<file path="config.mk">
export PLATFORM = sky130hd
export DESIGN_NAME = can_frame_queue_to_hex_text_unit
export DESIGN_NICKNAME = d
export VERILOG_FILES = /design/src/design/cfq_pkg.sv /design/src/design/cfq_front.sv /design/src/design/cfq_job_fifo.sv /design/src/design/cfq_fmt.sv /design/src/design/can_frame_queue_to_hex_text_unit.sv
export SDC_FILE = /design/constraint.sdc
export NUM_CORES = 2
export LEC_CHECK = 0
export BUFFER_PORTS_ARGS = -buffer_cell sky130_fd_sc_hd__buf_2
export CAP_MARGIN = 25
export CORE_ASPECT_RATIO = 0.75
export CORE_UTILIZATION = 57
export CTS_CLUSTER_SIZE = 10
export DETAILED_ROUTE_END_ITERATION = 16
export GPL_ROUTABILITY_DRIVEN = 0
export HOLD_SLACK_MARGIN = 0.03
export PLACE_DENSITY = 0.83
export SKIP_LAST_GASP = 1
export SLEW_MARGIN = 20
export SYNTH_ARGS = -nofsm -noshare
export SYNTH_HDL_FRONTEND = slang
export SYNTH_SLANG_ARGS = --single-unit
</file>
<file path="constraint.sdc">
create_clock -name i_clk -period 21 [get_ports i_clk]
set_input_delay 4.2 -clock i_clk [delete_from_list [all_inputs] [get_ports i_clk]]
set_output_delay 4.2 -clock i_clk [all_outputs]
set_load 0.005 [all_outputs]
</file>
<file path="src/design/cfq_pkg.sv">
// types, constants and helpers shared by the can frame queue text unit
// no dependencies
package cfq_pkg;

    // input word: one frame offer or one drain request
    typedef struct packed {
        logic        mode;
        logic        fd_frame;
        logic        rate_switch;
        logic        extended_id;
        logic [28:0] frame_id;
        logic [3:0]  byte_count;
        logic [63:0] payload;
    } t_in_word;

    // output word: one character of a text line
    typedef struct packed {
        logic [7:0] text_char;
        logic       last_char;
    } t_out_word;

    // stored frame, also the drain job handed to the formatter
    typedef struct packed {
        logic        fd_frame;
        logic        rate_switch;
        logic        extended_id;
        logic [28:0] frame_id;
        logic [3:0]  byte_count;
        logic [63:0] payload;
    } t_frame;

    // job queue status seen by the front and the formatter
    typedef struct packed {
        logic       valid;
        logic [1:0] count;
    } t_jq_status;

    // input modes
    localparam logic MODE_OFFER = 1'b0;
    localparam logic MODE_DRAIN = 1'b1;

    // job queue size
    localparam logic [1:0] JQ_FULL_CNT = 2'd2;

    // formatter sequencer states
    typedef enum logic [2:0] {
        FMT_IDLE,
        FMT_HEAD,
        FMT_ID,
        FMT_TAIL,
        FMT_DATA,
        FMT_CR,
        FMT_LF
    } t_fmt_state;

    // ascii characters used in a line
    localparam logic [7:0] CH_F     = 8'h66;
    localparam logic [7:0] CH_C     = 8'h63;
    localparam logic [7:0] CH_B     = 8'h62;
    localparam logic [7:0] CH_DASH  = 8'h2d;
    localparam logic [7:0] CH_SPACE = 8'h20;
    localparam logic [7:0] CH_S     = 8'h73;
    localparam logic [7:0] CH_T     = 8'h74;
    localparam logic [7:0] CH_D     = 8'h64;
    localparam logic [7:0] CH_E     = 8'h65;
    localparam logic [7:0] CH_X     = 8'h78;
    localparam logic [7:0] CH_LBRK  = 8'h5b;
    localparam logic [7:0] CH_RBRK  = 8'h5d;
    localparam logic [7:0] CH_COLON = 8'h3a;
    localparam logic [7:0] CH_CR    = 8'h0d;
    localparam logic [7:0] CH_LF    = 8'h0a;
    localparam logic [7:0] CH_ZERO  = 8'h30;
    localparam logic [7:0] CH_A_LC  = 8'h61;

    // lowercase hex digit
    function automatic logic [7:0] hex_ascii(input logic [3:0] nib);
        logic [7:0] r;
        if (nib < 4'd10) begin
            r = CH_ZERO + {4'b0, nib};
        end else begin
            r = CH_A_LC + {4'b0, nib} - 8'd10;
        end
        return r;
    endfunction

endpackage

</file>
<file path="src/design/cfq_front.sv">
// front part: accepts words, keeps the frame ring and issues drain jobs
// depends on cfq_pkg
module cfq_front #(
    parameter int QUEUE_DEPTH    = 32,
    parameter int MAX_DATA_BYTES = 8
) (
    input  logic               i_clk,
    input  logic               i_rst_n,
    input  logic               push,
    output logic               full,
    input  cfq_pkg::t_in_word  i_in_word,
    input  cfq_pkg::t_jq_status i_jq_status,
    output logic               o_job_push,
    output cfq_pkg::t_frame    o_job
);
    import cfq_pkg::*;

    localparam int PTR_W = $clog2(QUEUE_DEPTH);
    localparam logic [PTR_W-1:0] PTR_LAST = PTR_W'(QUEUE_DEPTH - 1);
    localparam logic [3:0] MAX_CNT = 4'(MAX_DATA_BYTES);

    t_frame           r_mem [QUEUE_DEPTH];
    t_frame           r_rd_data;
    logic             r_rd_valid;
    logic [PTR_W-1:0] r_wr_ptr;
    logic [PTR_W-1:0] r_rd_ptr;
    logic             r_full;
    logic [PTR_W-1:0] n_wr_ptr;
    logic [PTR_W-1:0] n_rd_ptr;
    logic             w_accept;
    logic             w_empty;
    logic             w_store;
    logic             w_take;
    t_frame           w_frame;

    // hold off input while the job queue could not take another drain
    assign full = (i_jq_status.count == JQ_FULL_CNT) ||
                  ((i_jq_status.count == 2'd1) && r_rd_valid);

    assign w_accept = push && !full;
    assign w_empty  = (r_wr_ptr == r_rd_ptr) && !r_full;
    assign w_store  = w_accept && (i_in_word.mode == MODE_OFFER) && !r_full;
    assign w_take   = w_accept && (i_in_word.mode == MODE_DRAIN) && !w_empty;

    assign n_wr_ptr = (r_wr_ptr == PTR_LAST) ? '0 : r_wr_ptr + 1'b1;
    assign n_rd_ptr = (r_rd_ptr == PTR_LAST) ? '0 : r_rd_ptr + 1'b1;

    always_comb begin
        w_frame.fd_frame    = i_in_word.fd_frame;
        w_frame.rate_switch = i_in_word.rate_switch;
        w_frame.extended_id = i_in_word.extended_id;
        w_frame.frame_id    = i_in_word.frame_id;
        w_frame.byte_count  = i_in_word.byte_count;
        w_frame.payload     = i_in_word.payload;
    end

    // frame ring memory with registered read
    always_ff @(posedge i_clk) begin
        if (w_store) begin
            r_mem[r_wr_ptr] <= w_frame;
        end
        if (w_take) begin
            r_rd_data <= r_mem[r_rd_ptr];
        end
    end

    // ring pointers and pending read flag
    always_ff @(posedge i_clk) begin
        if (!i_rst_n) begin
            r_wr_ptr   <= '0;
            r_rd_ptr   <= '0;
            r_full     <= 1'b0;
            r_rd_valid <= 1'b0;
        end else begin
            r_rd_valid <= w_take;
            if (w_store) begin
                r_wr_ptr <= n_wr_ptr;
                r_full   <= (n_wr_ptr == r_rd_ptr);
            end
            if (w_take) begin
                r_rd_ptr <= n_rd_ptr;
                r_full   <= 1'b0;
            end
        end
    end

    // job out, byte count saturated
    always_comb begin
        o_job = r_rd_data;
        if (r_rd_data.byte_count > MAX_CNT) begin
            o_job.byte_count = MAX_CNT;
        end
    end
    assign o_job_push = r_rd_valid;

    ap_full_ptrs: assert property (@(posedge i_clk) disable iff (!i_rst_n)
        r_full |-> (r_wr_ptr == r_rd_ptr))
        else $error("ring full flag without equal pointers");

    ap_job_room: assert property (@(posedge i_clk) disable iff (!i_rst_n)
        r_rd_valid |-> (i_jq_status.count != JQ_FULL_CNT))
        else $error("drain job issued into a full job queue");

endmodule

</file>
<file path="src/design/cfq_job_fifo.sv">
// two-entry job queue between the front and the formatter
// depends on cfq_pkg
module cfq_job_fifo (
    input  logic                i_clk,
    input  logic                i_rst_n,
    input  logic                i_push,
    input  cfq_pkg::t_frame     i_job,
    input  logic                i_pop,
    output cfq_pkg::t_jq_status o_status,
    output cfq_pkg::t_frame     o_job
);
    import cfq_pkg::*;

    t_frame     r_mem [2];
    logic       r_wptr;
    logic       r_rptr;
    logic [1:0] r_count;
    logic       w_pop;

    assign w_pop = i_pop && (r_count != 2'd0);

    // entry storage
    always_ff @(posedge i_clk) begin
        if (i_push) begin
            r_mem[r_wptr] <= i_job;
        end
    end

    // pointers and fill count
    always_ff @(posedge i_clk) begin
        if (!i_rst_n) begin
            r_wptr  <= 1'b0;
            r_rptr  <= 1'b0;
            r_count <= 2'd0;
        end else begin
            if (i_push) begin
                r_wptr <= ~r_wptr;
            end
            if (w_pop) begin
                r_rptr <= ~r_rptr;
            end
            unique case ({i_push, w_pop})
                2'b10:   r_count <= r_count + 2'd1;
                2'b01:   r_count <= r_count - 2'd1;
                default: r_count <= r_count;
            endcase
        end
    end

    assign o_status.valid = (r_count != 2'd0);
    assign o_status.count = r_count;
    assign o_job          = r_mem[r_rptr];

    ap_no_overflow: assert property (@(posedge i_clk) disable iff (!i_rst_n)
        (r_count == JQ_FULL_CNT) |-> !i_push)
        else $error("job queue overflow");

endmodule

</file>
<file path="src/design/cfq_fmt.sv">
// back part: turns one drain job into a text line, one character a cycle while pop keeps up
// depends on cfq_pkg
module cfq_fmt (
    input  logic                i_clk,
    input  logic                i_rst_n,
    input  cfq_pkg::t_jq_status i_jq_status,
    input  cfq_pkg::t_frame     i_job,
    output logic                o_job_pop,
    output logic                empty,
    input  logic                pop,
    output cfq_pkg::t_out_word  o_out_word
);
    import cfq_pkg::*;

    t_fmt_state      r_state;
    t_fmt_state      n_state;
    logic [2:0]      r_step;
    logic [2:0]      n_step;
    logic [2:0]      r_byte;
    logic [2:0]      n_byte;
    t_frame          r_job;
    t_out_word       r_out;
    logic            r_out_valid;
    logic            w_adv;
    logic            w_emit;
    t_out_word       w_char;
    logic [3:0][7:0] w_id_bytes;
    logic [7:0][7:0] w_data_bytes;
    logic [7:0]      w_hex_byte;

    // output register frees when empty or taken
    assign w_adv = !r_out_valid || pop;

    assign w_id_bytes   = {3'b000, r_job.frame_id};
    assign w_data_bytes = r_job.payload;

    // state register and line position counters
    always_ff @(posedge i_clk) begin
        if (!i_rst_n) begin
            r_state <= FMT_IDLE;
            r_step  <= 3'd0;
            r_byte  <= 3'd0;
        end else begin
            r_state <= n_state;
            r_step  <= n_step;
            r_byte  <= n_byte;
        end
    end

    // job capture
    always_ff @(posedge i_clk) begin
        if (o_job_pop) begin
            r_job <= i_job;
        end
    end

    // character sequencer
    always_comb begin
        n_state          = r_state;
        n_step           = r_step;
        n_byte           = r_byte;
        w_emit           = 1'b0;
        w_char.text_char = CH_SPACE;
        w_char.last_char = 1'b0;
        o_job_pop        = 1'b0;
        w_hex_byte       = (r_state == FMT_ID) ? w_id_bytes[r_byte[1:0]]
                                               : w_data_bytes[r_byte];
        unique case (r_state)
            FMT_IDLE: begin
                if (i_jq_status.valid) begin
                    o_job_pop = 1'b1;
                    n_state   = FMT_HEAD;
                    n_step    = 3'd0;
                end
            end
            FMT_HEAD: begin
                w_emit = w_adv;
                unique case (r_step)
                    3'd0:    w_char.text_char = r_job.fd_frame ? CH_F : CH_C;
                    3'd1:    w_char.text_char = r_job.rate_switch ? CH_B : CH_DASH;
                    3'd2:    w_char.text_char = CH_SPACE;
                    3'd3:    w_char.text_char = r_job.extended_id ? CH_E : CH_S;
                    3'd4:    w_char.text_char = r_job.extended_id ? CH_X : CH_T;
                    3'd5:    w_char.text_char = r_job.extended_id ? CH_T : CH_D;
                    default: w_char.text_char = CH_LBRK;
                endcase
                if (w_adv) begin
                    if (r_step == 3'd6) begin
                        n_state = FMT_ID;
                        n_step  = 3'd0;
                        n_byte  = r_job.extended_id ? 3'd3 : 3'd1;
                    end else begin
                        n_step = r_step + 3'd1;
                    end
                end
            end
            FMT_ID, FMT_DATA: begin
                w_emit = w_adv;
                unique case (r_step)
                    3'd1:    w_char.text_char = hex_ascii(w_hex_byte[7:4]);
                    3'd2:    w_char.text_char = hex_ascii(w_hex_byte[3:0]);
                    default: w_char.text_char = CH_SPACE;
                endcase
                if (w_adv) begin
                    if (r_step == 3'd2) begin
                        n_step = 3'd0;
                        if (r_state == FMT_ID) begin
                            if (r_byte == 3'd0) begin
                                n_state = FMT_TAIL;
                            end else begin
                                n_byte = r_byte - 3'd1;
                            end
                        end else begin
                            if ({1'b0, r_byte} == r_job.byte_count - 4'd1) begin
                                n_state = FMT_CR;
                            end else begin
                                n_byte = r_byte + 3'd1;
                            end
                        end
                    end else begin
                        n_step = r_step + 3'd1;
                    end
                end
            end
            FMT_TAIL: begin
                w_emit = w_adv;
                unique case (r_step)
                    3'd1:    w_char.text_char = CH_RBRK;
                    3'd2:    w_char.text_char = CH_COLON;
                    default: w_char.text_char = CH_SPACE;
                endcase
                if (w_adv) begin
                    if (r_step == 3'd2) begin
                        n_step  = 3'd0;
                        n_byte  = 3'd0;
                        n_state = (r_job.byte_count == 4'd0) ? FMT_CR : FMT_DATA;
                    end else begin
                        n_step = r_step + 3'd1;
                    end
                end
            end
            FMT_CR: begin
                w_emit           = w_adv;
                w_char.text_char = CH_CR;
                if (w_adv) begin
                    n_state = FMT_LF;
                end
            end
            FMT_LF: begin
                w_emit           = w_adv;
                w_char.text_char = CH_LF;
                w_char.last_char = 1'b1;
                if (w_adv) begin
                    n_state = FMT_IDLE;
                end
            end
            default: begin
                n_state = FMT_IDLE;
            end
        endcase
    end

    // output register
    always_ff @(posedge i_clk) begin
        if (!i_rst_n) begin
            r_out_valid <= 1'b0;
        end else if (w_adv) begin
            r_out_valid <= w_emit;
        end
    end

    always_ff @(posedge i_clk) begin
        if (w_emit) begin
            r_out <= w_char;
        end
    end

    assign empty      = !r_out_valid;
    assign o_out_word = r_out;

    ap_data_count: assert property (@(posedge i_clk) disable iff (!i_rst_n)
        (r_state == FMT_DATA) |-> ((r_job.byte_count != 4'd0) &&
                                   (r_job.byte_count <= 4'd8)))
        else $error("data phase with bad byte count");

    ap_pop_idle: assert property (@(posedge i_clk) disable iff (!i_rst_n)
        o_job_pop |-> i_jq_status.valid)
        else $error("job taken from empty job queue");

endmodule

</file>
<file path="src/design/can_frame_queue_to_hex_text_unit.sv">
// top level of the can frame queue with hex text drain
// depends on cfq_pkg, cfq_front, cfq_job_fifo, cfq_fmt
//
// Offer words (mode 0) store a frame in a ring of QUEUE_DEPTH entries, or
// drop it when the ring is full; a drain word (mode 1) takes the oldest
// frame, if there is one, and yields one text line, one character per
// cycle while pop keeps up: 18 + 3 * bytes characters for a standard id,
// 24 + 3 * bytes for an extended id, 48 at most, the first one coming out
// after the ring memory read, the job queue and the formatter load.
// The formatter's single-character sequencer sets that rate. Up to two
// drain jobs wait between the ring and the formatter; full rises while
// that queue could not take another one. The ring memory needs no clearing
// after reset.
module can_frame_queue_to_hex_text_unit #(
    parameter int QUEUE_DEPTH    = 32,
    parameter int MAX_DATA_BYTES = 8
) (
    input  logic               i_clk,
    input  logic               i_rst_n,
    input  logic               push,
    output logic               full,
    input  cfq_pkg::t_in_word  i_in_word,
    output logic               empty,
    input  logic               pop,
    output cfq_pkg::t_out_word o_out_word
);
    import cfq_pkg::*;

    t_jq_status w_jq_status;
    logic       w_job_push;
    logic       w_job_pop;
    t_frame     w_job_in;
    t_frame     w_job_out;

    // ring and drain issue
    cfq_front #(
        .QUEUE_DEPTH    (QUEUE_DEPTH),
        .MAX_DATA_BYTES (MAX_DATA_BYTES)
    ) u_front (
        .i_clk       (i_clk),
        .i_rst_n     (i_rst_n),
        .push        (push),
        .full        (full),
        .i_in_word   (i_in_word),
        .i_jq_status (w_jq_status),
        .o_job_push  (w_job_push),
        .o_job       (w_job_in)
    );

    // job queue
    cfq_job_fifo u_job_fifo (
        .i_clk    (i_clk),
        .i_rst_n  (i_rst_n),
        .i_push   (w_job_push),
        .i_job    (w_job_in),
        .i_pop    (w_job_pop),
        .o_status (w_jq_status),
        .o_job    (w_job_out)
    );

    // text formatter
    cfq_fmt u_fmt (
        .i_clk       (i_clk),
        .i_rst_n     (i_rst_n),
        .i_jq_status (w_jq_status),
        .i_job       (w_job_out),
        .o_job_pop   (w_job_pop),
        .empty       (empty),
        .pop         (pop),
        .o_out_word  (o_out_word)
    );

endmodule
</file>
==> out/qor.csv <==
metric,value,unit
status,finished clean,
period utilisation layout,0.359,
Die Width,569,um
core footprint,0.239,mm^2
H-Tree Level Count,5,
Leakage,45.9,nW
setup TNS,0,ps
DR iter-0 viols,13200,
initial antenna violation count,55,
port bufs,114,
average size of a mapped cell,25.0,um^2
GRT Overall Usage,0.330,
Post-synth EDFFs,3608,
CP cell instances,buf_2 > nand2_1 > nor3_2 > buf_4 > nand2_1 > nor2_4 > buf_4 > buf_4,
WP data required,21470,ps
PostCTS Resize Cnt,0,
full die area,0.243,mm^2
Setup Skew,125,ps
Setup WS pre-CTS,12840,ps
DR pass1 iterations,8,
Slowest cell on crit path,buf_4,
Synth-to-Final Area Change,11.5,%
Fillers,14100,
kind of critical path,input pin to register,
post-cts hold buffer count,0,
CTS Buf Count,406,
r2r setup slk,14050,ps
Die Y-Extent,427,um
Vias,69100,
Avg WL per Cell,44.2,um
"antenna viol nets, final",0,
"Clk Latency, worst-skew pair",970,ps
Max IR drop VDD,0.100,mV
share of cells above drive strength 1,0.324,
"crit path setup slack, layout",13470,ps
post-synthesis cell area,0.138,mm^2
synthesis warning total,0,
maxcap violations,0,
Min-Delay Path Class,register to register,
Critical Path Max Stage Delay,830,ps
post-synth cell types,60,
postcts setup bufs,0,
DRC,0,
"Top FF cell, synth",edfxtp_1,
vias per std cell,7.51,
clk sinks,3634,
crit start category,input pin,
unrepaired setup endpoints after global routing,false,
clock root cell,clkbuf_16,
vias in the first global route,67400,
Starting Density,0.576,
cell mode on critical path,buf_4,
crit end category,register,
I/O Pins,116,
Clock Pin Slew Worst Setup and Hold Paths,50,ps
placed insts,8683,
Setup-failing EPs final,0,
f_max,133,MHz
HPWL Detailed,193000,um
Synth async-reset ratio,0,
Critical Path Fanout Max,47,
"Seq/Total Area, Yosys",0.791,
Least-Margin Pin Slew,1230,ps
Post-Route Utilization,0.642,
PD cells,102,mW/mm^2
Yosys reg bits,3634,
"Arr. time, crit path",8000,ps
overflow left after global routing,0,
Layout Cells excl Fill,9199,
hold_ws,426,ps
Rel. slew slack,0.181,
Final Hold Fails,0,
largest net degree at the start of global routing,119,
Cells after Synth,5511,
FP Rows,155,
clock period minus worst slack,7530,ps
Final Net Count,6004,
global-route wire length before repair,549000,um
Max Slew Vio Count,0,
most frequent cells in the layout,"edfxtp_1, mux4_2, clkbuf_16, mux2_2, buf_2",
Multi-input gate area,0.0277,mm^2
TritonCTS clock tree,built,
total wire length,406000,um
Clock Tree Buf Depth,4,
FF+latch area,0.109,mm^2
"commonest non-fill, non-tap cell in the layout",edfxtp_1,
net count after synthesis,5632,
-- registers in the layout (all words and copies together) (netlist names) --
name                flops
u_front.r_rd_data       4
u_fmt.r_job            36
u_front.r_wr_ptr        5
u_fmt.w_data_bytes     64
u_fmt.r_state           3
u_fmt.r_step            3
u_front.r_rd_ptr        5
u_fmt.r_byte            3
u_front.o_job          96
u_job_fifo.r_wptr       1
u_job_fifo.r_count      2
u_fmt.o_out_word        8
u_job_fifo.r_mem      200
u_job_fifo.r_rptr       1
u_front.r_full          1
u_front.r_mem        3200
u_fmt.r_out_valid       1
u_front.o_job_push      1
-- where the power goes --
part / switching [mW] / leakage, nW / internal [mW]
Clock: 2.82 / 5.26 / 3.48
Combinational: 0.679 / 7.95 / 0.406
Sequential: 0.101 / 32.7 / 8.13
-- metal layers --
metal	global-route usage	wire length, um	vias to the layer above
met5	0	277	-
met4	0.148	24000	40
met3	0.0822	55300	1364
met2	0.530	196000	7502
met1	0.435	131000	35900
li1	-	-	24300
-- kinds of logic (layout without fill, tap and decap cells) --
kind of cell             count (synthesis)  in the layout  synth area share
AO/OA/AOI/OAI                          112            112           0.00528
XOR/XNOR                                23             23           0.00146
adder cells (fa/ha/maj)                 16             16           0.00151
buffers and inverters                  295            736           0.00948
flip-flops                            3634           3634             0.791
multiplexers                          1249           1249             0.185
other                                    1             30         0.0000273
AND/OR/NAND/NOR                        181            181           0.00631
-- cells in the mapped netlist (all sizes together) (2+ instances only) --
| cell | count | area share |
|---|---|---|
| nand3 | 11 | 0.00040 |
| edfxtp | 3608 | 0.79 |
| xnor2 | 9 | 0.00057 |
| buf | 117 | 0.0046 |
| or3 | 3 | 0.00014 |
| nor3 | 10 | 0.00040 |
| xor2 | 14 | 0.00089 |
| o21a | 6 | 0.00033 |
| a22oi | 12 | 0.00065 |
| nor2b | 19 | 0.00086 |
| nor3b | 3 | 0.00016 |
| a211o | 2 | 0.00013 |
| o31ai | 5 | 0.00027 |
| a21oi | 29 | 0.0011 |
| nand2b | 2 | 0.000091 |
| mux2 | 205 | 0.017 |
| a21boi | 5 | 0.00027 |
| nor2 | 71 | 0.0019 |
| ha | 15 | 0.0014 |
| or3b | 2 | 0.00013 |
| nand2 | 35 | 0.00096 |
| mux4 | 1009 | 0.17 |
| a22o | 3 | 0.00019 |
| a221oi | 2 | 0.00013 |
| nor4 | 4 | 0.00018 |
| and2 | 9 | 0.00041 |
| and3 | 4 | 0.00018 |
| a211oi | 3 | 0.00016 |
| inv | 19 | 0.00052 |
| o211ai | 2 | 0.00011 |
| dfxtp | 26 | 0.0038 |
| clkbuf | 158 | 0.0043 |
| nor4b | 2 | 0.00013 |
| nand3b | 3 | 0.00016 |
| a31oi | 4 | 0.00018 |
| o21ai | 27 | 0.00098 |
| mux2i | 35 | 0.0025 |
-- critical path: cells and delay by family --
kind | cells | cell delay (ps)
buf+inv | 4 | 2010
simple gates | 4 | 1540
-- final cells by class --
class	instances	share of cell area
antenna	29	0.000473
clock buffer	457	0.0681
clock inverter	20	0.00237
inverter	20	0.000490
multi-input combinational	1582	0.180
sequential	3634	0.710
tap	3218	0.0263
timing repair buffer	239	0.0120
-- final timing paths --
path	start	endpoint	cells after the start
max	push	u_front.r_mem[13][24]	8
max reg2reg	u_front.r_rd_ptr[0]	u_front.o_job[16]	9
min	u_front.o_job[79]	u_job_fifo.r_mem[1][79]	0
min reg2reg	u_front.o_job[79]	u_job_fifo.r_mem[1][79]	0
-- stage by stage --
| stage | power, mW | cell area (um^2) |
|---|---|---|
| after floorplan | 8.97 | 138000 |
| after global placement | 9.33 | 142000 |
| after detailed placement | 9.37 | 142000 |
| after CTS | 15.6 | 153000 |
| after global routing | 15.9 | 153000 |
| final | 15.6 | 153000 |
Power figures use the tool's default switching activity.
